[src/sv/bls_pkg.sv]
`default_nettype none

package bls_pkg;

   // func codes of a request transaction
   localparam logic FUNC_LOAD = 1'b0;
   localparam logic FUNC_STEP = 1'b1;

   // command queue between front and back
   localparam int QUEUE_DEPTH = 4;
   localparam int QPTR_BITS   = $clog2(QUEUE_DEPTH);
   localparam int QCNT_BITS   = $clog2(QUEUE_DEPTH + 1);

   // queue fill status seen by both sides
   typedef struct packed {
      logic full;
      logic empty;
   } queue_status_type;

endpackage

`default_nettype wire

[src/sv/bls_front.sv]
`default_nettype none

module bls_front #(
   parameter int COORD_BITS = 11
) (
   input  wire logic                      req_valid,
   input  wire logic                      req_func,
   input  wire logic [COORD_BITS-1:0]     req_start_x,
   input  wire logic [COORD_BITS-1:0]     req_start_y,
   input  wire logic [COORD_BITS-1:0]     req_end_x,
   input  wire logic [COORD_BITS-1:0]     req_end_y,
   input  bls_pkg::queue_status_type      q_status,
   output logic                           req_stall,
   output logic                           q_push,
   output logic [5*COORD_BITS+2:0]        q_data
);

   typedef struct packed {
      logic                  is_step;
      logic                  steep;
      logic [COORD_BITS-1:0] major_pos;
      logic [COORD_BITS-1:0] major_end;
      logic [COORD_BITS-1:0] minor_pos;
      logic [COORD_BITS-1:0] delta_major;
      logic [COORD_BITS-1:0] delta_minor;
      logic                  step_down;
   } entry_type;

   logic [COORD_BITS-1:0] adx, ady;
   logic                  steep;
   logic [COORD_BITS-1:0] a_maj, a_min, b_maj, b_min;
   logic [COORD_BITS-1:0] lo_maj, lo_min, hi_maj, hi_min;
   entry_type             entry;

   // steepness: compare the two extents
   always_comb begin
      adx   = (req_start_x > req_end_x) ? req_start_x - req_end_x : req_end_x - req_start_x;
      ady   = (req_start_y > req_end_y) ? req_start_y - req_end_y : req_end_y - req_start_y;
      steep = ady > adx;
      a_maj = steep ? req_start_y : req_start_x;
      a_min = steep ? req_start_x : req_start_y;
      b_maj = steep ? req_end_y   : req_end_x;
      b_min = steep ? req_end_x   : req_end_y;
   end

   // order endpoints so the major coordinate rises
   always_comb begin
      if (a_maj > b_maj) begin
         lo_maj = b_maj;
         lo_min = b_min;
         hi_maj = a_maj;
         hi_min = a_min;
      end else begin
         lo_maj = a_maj;
         lo_min = a_min;
         hi_maj = b_maj;
         hi_min = b_min;
      end
   end

   // classify and build the queue entry
   always_comb begin
      entry.is_step     = (req_func == bls_pkg::FUNC_STEP);
      entry.steep       = steep;
      entry.major_pos   = lo_maj;
      entry.major_end   = hi_maj;
      entry.minor_pos   = lo_min;
      entry.delta_major = hi_maj - lo_maj;
      entry.delta_minor = (lo_min > hi_min) ? lo_min - hi_min : hi_min - lo_min;
      entry.step_down   = !(lo_min < hi_min);
   end

   assign q_data    = entry;
   assign req_stall = q_status.full;
   assign q_push    = req_valid && !q_status.full;

endmodule

`default_nettype wire

[src/sv/bls_queue.sv]
`default_nettype none

module bls_queue #(
   parameter int WIDTH = 58
) (
   input  wire logic                 clock,
   input  wire logic                 reset,
   input  wire logic                 push,
   input  wire logic [WIDTH-1:0]     push_data,
   input  wire logic                 pop,
   output logic [WIDTH-1:0]          pop_data,
   output bls_pkg::queue_status_type status
);

   logic [WIDTH-1:0]               slot_ff [bls_pkg::QUEUE_DEPTH];
   logic [bls_pkg::QPTR_BITS-1:0]  wr_ptr_ff, wr_ptr_in;
   logic [bls_pkg::QPTR_BITS-1:0]  rd_ptr_ff, rd_ptr_in;
   logic [bls_pkg::QCNT_BITS-1:0]  count_ff, count_in;
   logic                           do_push, do_pop;

   assign status.full  = (count_ff == bls_pkg::QCNT_BITS'(bls_pkg::QUEUE_DEPTH));
   assign status.empty = (count_ff == '0);
   assign do_push      = push && !status.full;
   assign do_pop       = pop && !status.empty;
   assign pop_data     = slot_ff[rd_ptr_ff];

   // pointer and fill count update
   always_comb begin
      wr_ptr_in = do_push ? wr_ptr_ff + 1'b1 : wr_ptr_ff;
      rd_ptr_in = do_pop  ? rd_ptr_ff + 1'b1 : rd_ptr_ff;
      count_in  = count_ff;
      if (do_push && !do_pop) begin
         count_in = count_ff + 1'b1;
      end else if (do_pop && !do_push) begin
         count_in = count_ff - 1'b1;
      end
   end

   always_ff @(posedge clock) begin
      if (reset) begin
         wr_ptr_ff <= '0;
         rd_ptr_ff <= '0;
         count_ff  <= '0;
      end else begin
         wr_ptr_ff <= wr_ptr_in;
         rd_ptr_ff <= rd_ptr_in;
         count_ff  <= count_in;
      end
   end

   // entry storage
   always_ff @(posedge clock) begin
      if (do_push) begin
         slot_ff[wr_ptr_ff] <= push_data;
      end
   end

endmodule

`default_nettype wire

[src/sv/bls_back.sv]
`default_nettype none

module bls_back #(
   parameter int COORD_BITS = 11
) (
   input  wire logic                      clock,
   input  wire logic                      reset,
   input  wire logic [5*COORD_BITS+2:0]   q_data,
   input  bls_pkg::queue_status_type      q_status,
   output logic                           q_pop,
   input  wire logic                      rsp_stall,
   output logic                           rsp_valid,
   output logic [COORD_BITS-1:0]          rsp_pixel_x,
   output logic [COORD_BITS-1:0]          rsp_pixel_y,
   output logic                           rsp_last
);

   localparam int ERR_BITS = COORD_BITS + 2;

   typedef struct packed {
      logic                  is_step;
      logic                  steep;
      logic [COORD_BITS-1:0] major_pos;
      logic [COORD_BITS-1:0] major_end;
      logic [COORD_BITS-1:0] minor_pos;
      logic [COORD_BITS-1:0] delta_major;
      logic [COORD_BITS-1:0] delta_minor;
      logic                  step_down;
   } entry_type;

   entry_type                    cmd;
   logic                         active_ff, active_in;
   logic                         steep_ff, steep_in;
   logic [COORD_BITS-1:0]        major_pos_ff, major_pos_in;
   logic [COORD_BITS-1:0]        major_end_ff, major_end_in;
   logic [COORD_BITS-1:0]        minor_pos_ff, minor_pos_in;
   logic [COORD_BITS-1:0]        dmaj_ff, dmaj_in;
   logic [COORD_BITS-1:0]        dmin_ff, dmin_in;
   logic                         down_ff, down_in;
   logic signed [ERR_BITS-1:0]   err_ff, err_in;
   logic                         rsp_valid_ff, rsp_valid_in;
   logic [COORD_BITS-1:0]        px_ff, px_in;
   logic [COORD_BITS-1:0]        py_ff, py_in;
   logic                         last_ff, last_in;

   logic signed [ERR_BITS-1:0]   err_sum;
   logic signed [ERR_BITS:0]     err_dbl;
   logic signed [ERR_BITS:0]     dmaj_ext;
   logic [COORD_BITS-1:0]        major_next;
   logic                         fin;
   logic                         take_minor;

   assign cmd   = q_data;
   assign q_pop = !q_status.empty && (!rsp_valid_ff || !rsp_stall);

   // error term and step decisions for the current pixel
   always_comb begin
      err_sum    = err_ff + $signed({2'b00, dmin_ff});
      err_dbl    = {err_sum, 1'b0};
      dmaj_ext   = $signed({3'b000, dmaj_ff});
      take_minor = (err_dbl >= dmaj_ext);
      major_next = major_pos_ff + 1'b1;
      fin        = (major_next == major_end_ff);
   end

   // execute the command at the queue head
   always_comb begin
      active_in    = active_ff;
      steep_in     = steep_ff;
      major_pos_in = major_pos_ff;
      major_end_in = major_end_ff;
      minor_pos_in = minor_pos_ff;
      dmaj_in      = dmaj_ff;
      dmin_in      = dmin_ff;
      down_in      = down_ff;
      err_in       = err_ff;
      rsp_valid_in = rsp_valid_ff && rsp_stall;
      px_in        = px_ff;
      py_in        = py_ff;
      last_in      = last_ff;
      if (q_pop) begin
         if (!cmd.is_step) begin
            // new line replaces whatever was running
            active_in    = (cmd.delta_major != '0);
            steep_in     = cmd.steep;
            major_pos_in = cmd.major_pos;
            major_end_in = cmd.major_end;
            minor_pos_in = cmd.minor_pos;
            dmaj_in      = cmd.delta_major;
            dmin_in      = cmd.delta_minor;
            down_in      = cmd.step_down;
            err_in       = '0;
         end else if (active_ff) begin
            rsp_valid_in = 1'b1;
            px_in        = steep_ff ? minor_pos_ff : major_pos_ff;
            py_in        = steep_ff ? major_pos_ff : minor_pos_ff;
            last_in      = fin;
            if (take_minor) begin
               minor_pos_in = down_ff ? minor_pos_ff - 1'b1 : minor_pos_ff + 1'b1;
               err_in       = err_sum - $signed({2'b00, dmaj_ff});
            end else begin
               err_in = err_sum;
            end
            major_pos_in = major_next;
            if (fin) begin
               active_in = 1'b0;
            end
         end
      end
   end

   always_ff @(posedge clock) begin
      if (reset) begin
         active_ff    <= 1'b0;
         rsp_valid_ff <= 1'b0;
      end else begin
         active_ff    <= active_in;
         rsp_valid_ff <= rsp_valid_in;
      end
   end

   // line state and output payload
   always_ff @(posedge clock) begin
      steep_ff     <= steep_in;
      major_pos_ff <= major_pos_in;
      major_end_ff <= major_end_in;
      minor_pos_ff <= minor_pos_in;
      dmaj_ff      <= dmaj_in;
      dmin_ff      <= dmin_in;
      down_ff      <= down_in;
      err_ff       <= err_in;
      px_ff        <= px_in;
      py_ff        <= py_in;
      last_ff      <= last_in;
   end

   assign rsp_valid   = rsp_valid_ff;
   assign rsp_pixel_x = px_ff;
   assign rsp_pixel_y = py_ff;
   assign rsp_last    = last_ff;

endmodule

`default_nettype wire

[src/sv/bresenham_line_stepper_top.sv]
// Bresenham line stepper.
// Request channel (req_valid / req_stall): req_func = load takes two endpoints
// and sets up a new line, producing no response; req_func = step produces the
// next pixel of the active line, or nothing when no line is active.
// Response channel (rsp_valid / rsp_stall): one pixel per step transaction,
// rsp_last marks the final pixel; the far endpoint is not drawn.
// A transaction is taken on a rising edge with valid high and stall low.
// The front classifies and sets up requests combinationally into a
// 4-entry command queue; the back pops one command per cycle unless a
// stalled pixel is pending, and updates the error term with one add, one
// compare and a conditional subtract. Each step's pixel is registered in
// the back's response register, which drives rsp_valid.
// Throughput: one transaction per cycle on both channels while no stall
// holds the flow, set by the back's step loop.
// When rsp_stall is high with a pixel pending, the response register holds
// it, the back stops popping and the queue absorbs up to 4 requests before
// req_stall rises. Synchronous reset empties the queue, drops any active
// line and clears rsp_valid.
`default_nettype none

module bresenham_line_stepper_top #(
   parameter int COORD_BITS = 11
) (
   input  wire logic                  clock,
   input  wire logic                  reset,
   input  wire logic                  req_valid,
   output logic                       req_stall,
   input  wire logic                  req_func,
   input  wire logic [COORD_BITS-1:0] req_start_x,
   input  wire logic [COORD_BITS-1:0] req_start_y,
   input  wire logic [COORD_BITS-1:0] req_end_x,
   input  wire logic [COORD_BITS-1:0] req_end_y,
   output logic                       rsp_valid,
   input  wire logic                  rsp_stall,
   output logic [COORD_BITS-1:0]      rsp_pixel_x,
   output logic [COORD_BITS-1:0]      rsp_pixel_y,
   output logic                       rsp_last
);

   localparam int ENTRY_BITS = 5 * COORD_BITS + 3;

   logic                      q_push;
   logic                      q_pop;
   logic [ENTRY_BITS-1:0]     q_wdata;
   logic [ENTRY_BITS-1:0]     q_rdata;
   bls_pkg::queue_status_type q_status;

   bls_front #(
      .COORD_BITS (COORD_BITS)
   ) u_front (
      .req_valid   (req_valid),
      .req_func    (req_func),
      .req_start_x (req_start_x),
      .req_start_y (req_start_y),
      .req_end_x   (req_end_x),
      .req_end_y   (req_end_y),
      .q_status    (q_status),
      .req_stall   (req_stall),
      .q_push      (q_push),
      .q_data      (q_wdata)
   );

   bls_queue #(
      .WIDTH (ENTRY_BITS)
   ) u_queue (
      .clock     (clock),
      .reset     (reset),
      .push      (q_push),
      .push_data (q_wdata),
      .pop       (q_pop),
      .pop_data  (q_rdata),
      .status    (q_status)
   );

   bls_back #(
      .COORD_BITS (COORD_BITS)
   ) u_back (
      .clock       (clock),
      .reset       (reset),
      .q_data      (q_rdata),
      .q_status    (q_status),
      .q_pop       (q_pop),
      .rsp_stall   (rsp_stall),
      .rsp_valid   (rsp_valid),
      .rsp_pixel_x (rsp_pixel_x),
      .rsp_pixel_y (rsp_pixel_y),
      .rsp_last    (rsp_last)
   );

endmodule

`default_nettype wire

[config.mk]
export PLATFORM = sky130hd
export DESIGN_NAME = bresenham_line_stepper_top
export DESIGN_NICKNAME = d
export VERILOG_FILES = /design/src/sv/bls_pkg.sv /design/src/sv/bls_front.sv /design/src/sv/bls_queue.sv /design/src/sv/bls_back.sv /design/src/sv/bresenham_line_stepper_top.sv
export SDC_FILE = /design/constraint.sdc
export NUM_CORES = 1
export LEC_CHECK = 0
export BUFFER_PORTS_ARGS = -buffer_cell sky130_fd_sc_hd__buf_2
export CORE_MARGIN = 1.5
export CORE_UTILIZATION = 55
export DETAILED_ROUTE_END_ITERATION = 16
export GPL_TIMING_DRIVEN = 1
export PLACE_DENSITY = 0.75
export SLEW_MARGIN = 10
export SYNTH_ARGS = -nofsm -noshare
export SYNTH_HDL_FRONTEND = slang
export SYNTH_SLANG_ARGS = --single-unit
[constraint.sdc]
create_clock -name clock -period 16.85 [get_ports clock]
set_clock_uncertainty 0.05 [all_clocks]
set_input_delay 1.685 -clock clock [delete_from_list [all_inputs] [get_ports clock]]
set_output_delay 1.685 -clock clock [all_outputs]
set_load 0.02 [all_outputs]
=== Word-level counts from Yosys, hierarchy flattened ===
Memories as Yosys holds them, arrays and structs flattened. A register that Yosys moved wholly into a read port is not among the register bits.
Cells that the tools add are included.

* Register bits after elaboration: 102
* Memory bits (writable): 232
* Bits of input ports: 49
* Output and inout bits: 25
* Memories: 1

{| class="wikitable"
|+ Memories
! name !! words !! width !! rd ports !! clocked after Yosys merged registers in !! write ports !! line !! source
|-
| u_queue.slot_ff || 4 || 58 || 1 || 1 || 1 || bls_queue.sv:15 || <nowiki>logic [WIDTH-1:0] slot_ff [bls_pkg::QUEUE_DEPTH];</nowiki>
|}

* $add $sub $neg: 16
* Order comparisons: 7
* Eq/ne operators: 4
* Muxes and demuxes: 33
* Bitwise logic cells: 1
* Reduce and logical (&&, ||, !) cells: 22

{| class="wikitable"
|+ Operators by type and width
! kind !! number
|-
| $mux 11 || 19
|-
| $sub 11x11->11 || 7
|-
| $gt 11x11->1 || 5
|-
| $mux 13 || 2
|-
| $add 11x1->11 const B || 2
|-
| $ge 14x12->1 || 1
|-
| $add 13x12->13 || 1
|-
| $sub 13x12->13 || 1
|-
| $eq 11x11->1 || 1
|-
| $lt 11x11->1 || 1
|-
| $reduce_bool 11->1 || 1
|-
| $sub 11x1->11 const B || 1
|-
| $mux 1 || 8
|-
| $logic_and 1x1->1 || 7
|-
| $logic_not 1->1 || 7
|-
| $mux 3 || 2
|-
| $reduce_and 3->1 || 2
|-
| $add 2x1->2 const B || 2
|-
| $mux 2 || 2
|-
| $ne 2x2->1 const B || 2
|-
| $reduce_and 2->1 || 2
|-
| $add 3x1->3 const B || 1
|-
| $eq 3x3->1 const B || 1
|-
| $logic_not 3->1 || 1
|-
| other kinds (4) || 4
|}

=== Logic depth before layout (Yosys ltp) ===
* Word-level depth: 8
* Gate-level depth with buffers: 53
* Mapped depth without buffers: 46

=== Hierarchy ===
Synthesis repeated with hierarchy kept, for this count alone.

* Cells, all modules: 1678
* Area total of the unflattened synthesis: 20116.8 um^2

{| class="wikitable"
|+ By module, submodules not included
! module !! instances !! cells an instance !! area an instance (um^2) !! seq. area each (um^2)
|-
| bls_queue || 1 || 351 || 8851.0 || 7146.9
|-
| bls_back || 1 || 509 || 5766.8 || 2832.7
|-
| bls_front || 1 || 818 || 5499.0 || 0.0
|}

=== Worst setup path before layout ===
OpenSTA, ideal clock, no wires.

* Kind: input to register
* Start: input req_start_x[1]
* End: memory u_queue.slot_ff[0][8], data pin
* Library setup time: 0.277 ns
* Arrival time: 11.846 ns
* Data required time: 16.523 ns
* Path slack: 4.677 ns
* Cell stages on the path: 49
* Cell sequence: inv_1 -> ha_1 -> nor2b_1 -> o21ai_0 -> a21oi_1 -> o21ai_0 -> a21oi_1 -> o31ai_1 -> o21ai_0 -> clkbuf_1 -> mux2_2 -> a211o_1 -> a221oi_1 -> xor2_1 -> ha_1 -> nand2_1 -> o21a_1 -> nor2_1 -> (+13 left out) -> o21ai_2 -> buf_2 -> buf_2 -> buf_2 -> a21oi_1 -> mux2i_1 -> ha_1 -> a21oi_1 -> o21bai_1 -> a21o_1 -> a21o_1 -> a31o_2 -> o221a_2 -> a21o_1 -> clkbuf_1 -> buf_1 -> a221oi_1 -> xnor2_1

* Cells in the longest elaborated chain, start to end: 8
* Elaborated cells on any way between the ends: 16
* Those cells by class: 4 x add/sub; 4 x order compare; 8 x mux

{| class="wikitable"
|+ RTL lines
! what !! line !! source
|-
| start: declaration || bresenham_line_stepper_top.sv:29 || <nowiki>input wire logic [COORD_BITS-1:0] req_start_x,</nowiki>
|-
| $sub 11x11->11 or $gt 11x11->1 (tied branches) || bls_front.sv:37 || <nowiki>adx = (req_start_x > req_end_x) ? req_start_x - req_end_x : req_end_x - req_start_x;</nowiki>
|-
| $mux 11 || bls_front.sv:37 ||
|-
| $gt 11x11->1 || bls_front.sv:39 || <nowiki>steep = ady > adx;</nowiki>
|-
| $mux 11, on equally long branches || bls_front.sv:40, bls_front.sv:42 ||
|-
| $gt 11x11->1 || bls_front.sv:48 || <nowiki>if (a_maj > b_maj) begin</nowiki>
|-
| $mux 11 || bls_front.sv:48 ||
|-
| $sub 11x11->11 or $gt 11x11->1 (tied branches) || bls_front.sv:69 || <nowiki>entry.delta_minor = (lo_min > hi_min) ? lo_min - hi_min : hi_min - lo_min;</nowiki>
|-
| $mux 11 * || bls_front.sv:69 ||
|-
| via q_wdata[8] || bresenham_line_stepper_top.sv:44 || <nowiki>logic [ENTRY_BITS-1:0] q_wdata;</nowiki>
|-
| end: declaration || bls_queue.sv:15 ||
|}

The timed path passes the listed nets; every way through them passes the cells marked *.

=== Worst setup path after layout ===
* Start: input req_start_x[1]
* End: memory u_queue.slot_ff[3][8], data pin

Same word-level chain as after synthesis.

==> results.py <==
metrics = {
    "route": {
        "dr.pass1.iters": 6,
        "routed_wl_mm": 48.64,
        "drt_iter0_drc": 1178,
        "ant_nets": 0,
        "dr_total_vias": 13080,
        "route.detailed.drc": 0,
        "avgRoutedWirePerCell_um": 22.85,
        "via_per_inst": 6.143,
    },
    "global_route": {
        "grt_max_degree": 61,
        "antenna_found_initial": 0,
        "grt_pass1_wl_mm": 74.53,
        "grt-ovfl-total": 0,
        "grt_usage_pct": 27.14,
        "grt_pass1_vias": 12870,
    },
    "yosys": {
        "synth_edf_count": 325,
        "synthXorXnorAreaFrac_pct": 3.790,
        "synth_compound_area_share_pct": 11.26,
        "muxShareOfSynthArea_pct": 12.85,
        "syn_nets": 1773,
        "synth-adder-area-share_pct": 9.475,
        "async_flop_share_pct": 0,
        "synth_area_leaders": "edfxtp_1 50%, ha_1 8.4%, mux4_2 6.6%",
        "synth_flop_cell": "edfxtp_1",
        "synth_cell_types": 73,
        "syn_area_per_cell_um2": 12.26,
        "synth_seq_cells": 336,
        "yosysWarningCount": 0,
        "seq_area_frac_synth_pct": 51.41,
        "synth_top_family_by_area": "multiplexers",
        "synth_largest_area_cell": "edfxtp_1",
        "syn-cell-area_um2": 19410,
        "yosys.area_share.simple_pct": 7.368,
        "synth_top_area_share_pct": 50.28,
        "synthCells": 1583,
    },
    "critical_path": {
        "start_kind": "primary input",
        "critPathRequiredTime_ps": 17030,
        "r2r-end": "u_back.minor_pos_ff[5]",
        "path_buf_inv": 7,
        "r2r_cells": 16,
        "path_depth": 43,
        "critPathSlowestCell": "o21ai_4",
        "crit_family": "compound AO/OA/AOI/OAI gates",
        "rr_startpoint": "u_back.dmin_ff[0]",
        "cp_slowest_stage_delay_ps": 720,
        "end_kind": "flop",
        "crit_fanout": 58,
        "r2r_setup_slack_ps": 12020,
        "arrival_ps": 13540,
        "critical_path_class": "primary input to flop",
        "setup.worst_path.start": "req_start_x[1]",
    },
    "worst_hold_path": {
        "min-delay-start": "u_back.rsp_valid",
        "hold_depth": 2,
        "hp-class": "flop to flop",
        "min_to": "u_back.rsp_valid",
    },
    "clock_network": {
        "cts_setup_buffers": 0,
        "cts_root_buf": "clkbuf_16",
        "htree_levels": 2,
        "clk_pin_slew_ps": 60,
        "cts_sinks": 336,
        "hold_buffers": 0,
        "cts-resized-gates": 0,
        "clockBufferDepth": 3,
        "insertion_delay_ps": 530,
        "cts_tree": "done",
        "cts_buffers": 35,
    },
    "final_layout": {
        "drive_above_1_share_pct": 14.93,
        "diodes": 0,
        "nNetsFinal": 1842,
        "area_growth_pct": 9.875,
        "fillerInstances": 2645,
    },
    "die": {
        "fp-row-count": 68,
        "core_um2": 34630,
        "die_area_um2": 36430,
        "ios": 74,
        "initial_core_util_pct": 56.06,
        "floorplan.die.height_um": 190.9,
        "die_width_um": 190.9,
    },
    "sta": {
        "finalSetupViolations": 0,
        "setup_tns_ps": 0,
        "fin_crit_ps": 13370,
        "fin_crit_sh_pct": 79.32,
        "rsz0062_at_grt": "no",
        "max_freq_mhz": 74.82,
        "final_max_slew_viol_count": 0,
        "max-slew-margin-rel_pct": 37.87,
        "tightest_slew_ps": 932.0,
        "finalHoldViolCount": 0,
    },
    "placed_design": {
        "io_buffers": 73,
        "dp_hpwl_mm": 35.39,
        "gp_congestion": 0.9462,
    },
    "status": {
        "status": "complete, no violations",
    },
    "run": {
        "maxCapViolCount": 0,
    },
}
==> layout make-up <==
class / instances / area, um2 / area share, %
sequential: 336 / 9985 / 46.81
multi-input combinational: 1053 / 8722 / 40.90
clock buffer: 42 / 902.1 / 4.230
tap: 455 / 569.3 / 2.669
inverter: 135 / 509.2 / 2.388
timing repair buffer: 91 / 500.5 / 2.347
clock inverter: 17 / 140.1 / 0.6570
==> worst max-delay path by stage <==
stage,endpoint,slack (ps)
floorplan,u_queue.slot_ff[0][8],4680
global placement,u_queue.slot_ff[0][8],3360
detailed placement,u_queue.slot_ff[0][8],3170
CTS,u_queue.slot_ff[3][8],3650
global route,u_queue.slot_ff[3][11],2740
finish,u_queue.slot_ff[3][8],3480
==> synthesized netlist by cell type (12+ instances only) <==
| library cell | count |
|---|---|
| nand2_1 | 92 |
| mux2_2 | 29 |
| nor3_1 | 25 |
| a21oi_1 | 119 |
| nand3_1 | 22 |
| o21ai_0 | 59 |
| mux4_2 | 57 |
| mux2i_1 | 85 |
| edfxtp_1 | 325 |
| xor2_1 | 27 |
| o21a_1 | 12 |
| ha_1 | 131 |
| nand4_1 | 16 |
| inv_1 | 134 |
| nor2_1 | 110 |
| xnor2_1 | 57 |
| a211oi_1 | 15 |
| o21bai_1 | 14 |
| clkbuf_1 | 36 |
| buf_1 | 13 |
| a21o_1 | 41 |
==> cells by family after synthesis <==
family / count (synthesis)
adder cells (fa/ha/maj): 141
XOR/XNOR: 84
AND/OR/NAND/NOR: 315
AO/OA/AOI/OAI: 340
flip-flops: 336
multiplexers: 173
buffers and inverters: 194
==> registers in the layout, summed over array words and instances, names as in the netlist, named ones only <==
name and count:
u_back.active_ff 1, u_back.dmaj_ff 11, u_back.dmin_ff 11, u_back.down_ff 1, u_back.err_ff 13, u_back.major_end_ff 11, u_back.major_pos_ff 11, u_back.minor_pos_ff 11
u_back.rsp_last 1, u_back.rsp_pixel_x 11, u_back.rsp_pixel_y 11, u_back.rsp_valid 1, u_back.steep_ff 1, u_queue.count_ff 3, u_queue.rd_ptr_ff 2, u_queue.slot_ff 232
u_queue.wr_ptr_ff 2
==> tightest hold or removal path, cell delays in order, from the launching register on <==
cell and delay, ps:
dfxtp_1 340, a21oi_1 70, nor2_1 70
==> per-layer routing <==
metal | up-vias | wire, um | GRT usage, %
met5 | - | 0 | 0
met4 | 0 | 1462 | 9.297
met3 | 78 | 2633 | 2.558
met2 | 479 | 23700 | 44.69
met1 | 6472 | 20840 | 37.85
li1 | 6050 | - | -
==> cells in the final DEF, fill, tap and decap left out, types with 7 or more instances in the layout <==
| cell type | netlist | final |
|---|---|---|
| edfxtp_1 | 325 | 325 |
| inv_1 | 134 | 134 |
| ha_1 | 131 | 131 |
| a21oi_1 | 119 | 119 |
| nor2_1 | 110 | 108 |
| nand2_1 | 92 | 92 |
| mux2i_1 | 85 | 85 |
| buf_2 | 9 | 73 |
| o21ai_0 | 59 | 58 |
| xnor2_1 | 57 | 57 |
| mux4_2 | 57 | 57 |
| a21o_1 | 41 | 41 |
| clkbuf_16 | 0 | 35 |
| mux2_2 | 29 | 29 |
| xor2_1 | 27 | 27 |
| nor3_1 | 25 | 25 |
| nand3_1 | 22 | 22 |
| buf_4 | 1 | 18 |
| nand4_1 | 16 | 16 |
| a211oi_1 | 15 | 15 |
| o21bai_1 | 14 | 14 |
| o21a_1 | 12 | 12 |
| a31oi_1 | 11 | 11 |
| fa_1 | 10 | 10 |
| nor2b_1 | 9 | 9 |
| dfxtp_1 | 11 | 9 |
| o31ai_1 | 8 | 8 |
| o211ai_1 | 8 | 8 |
| clkinv_1 | 0 | 8 |
| clkbuf_1 | 36 | 7 |
==> through the flow <==
stage / utilization (%) / std cells / hold WS (ps) / instance area, um2 / setup slack (ps)
2_1_floorplan: - / 1583 / 416.8 / 19410 / 4677
4_1_cts: 61.59 / 2129 / 468.6 / 21330 / 3645
3_3_place_gp: 58.58 / 2070 / 437.1 / 20290 / 3357
5_1_grt: 61.59 / 2129 / 501.9 / 21330 / 2742
6_report: 61.59 / 2129 / 466.3 / 21330 / 3484
3_5_place_dp: 58.58 / 2070 / 454.4 / 20290 / 3165
Power is left out: the tool's default activity adds up to more than one toggle a clock period on the data nets, which glitch-free logic cannot reach.
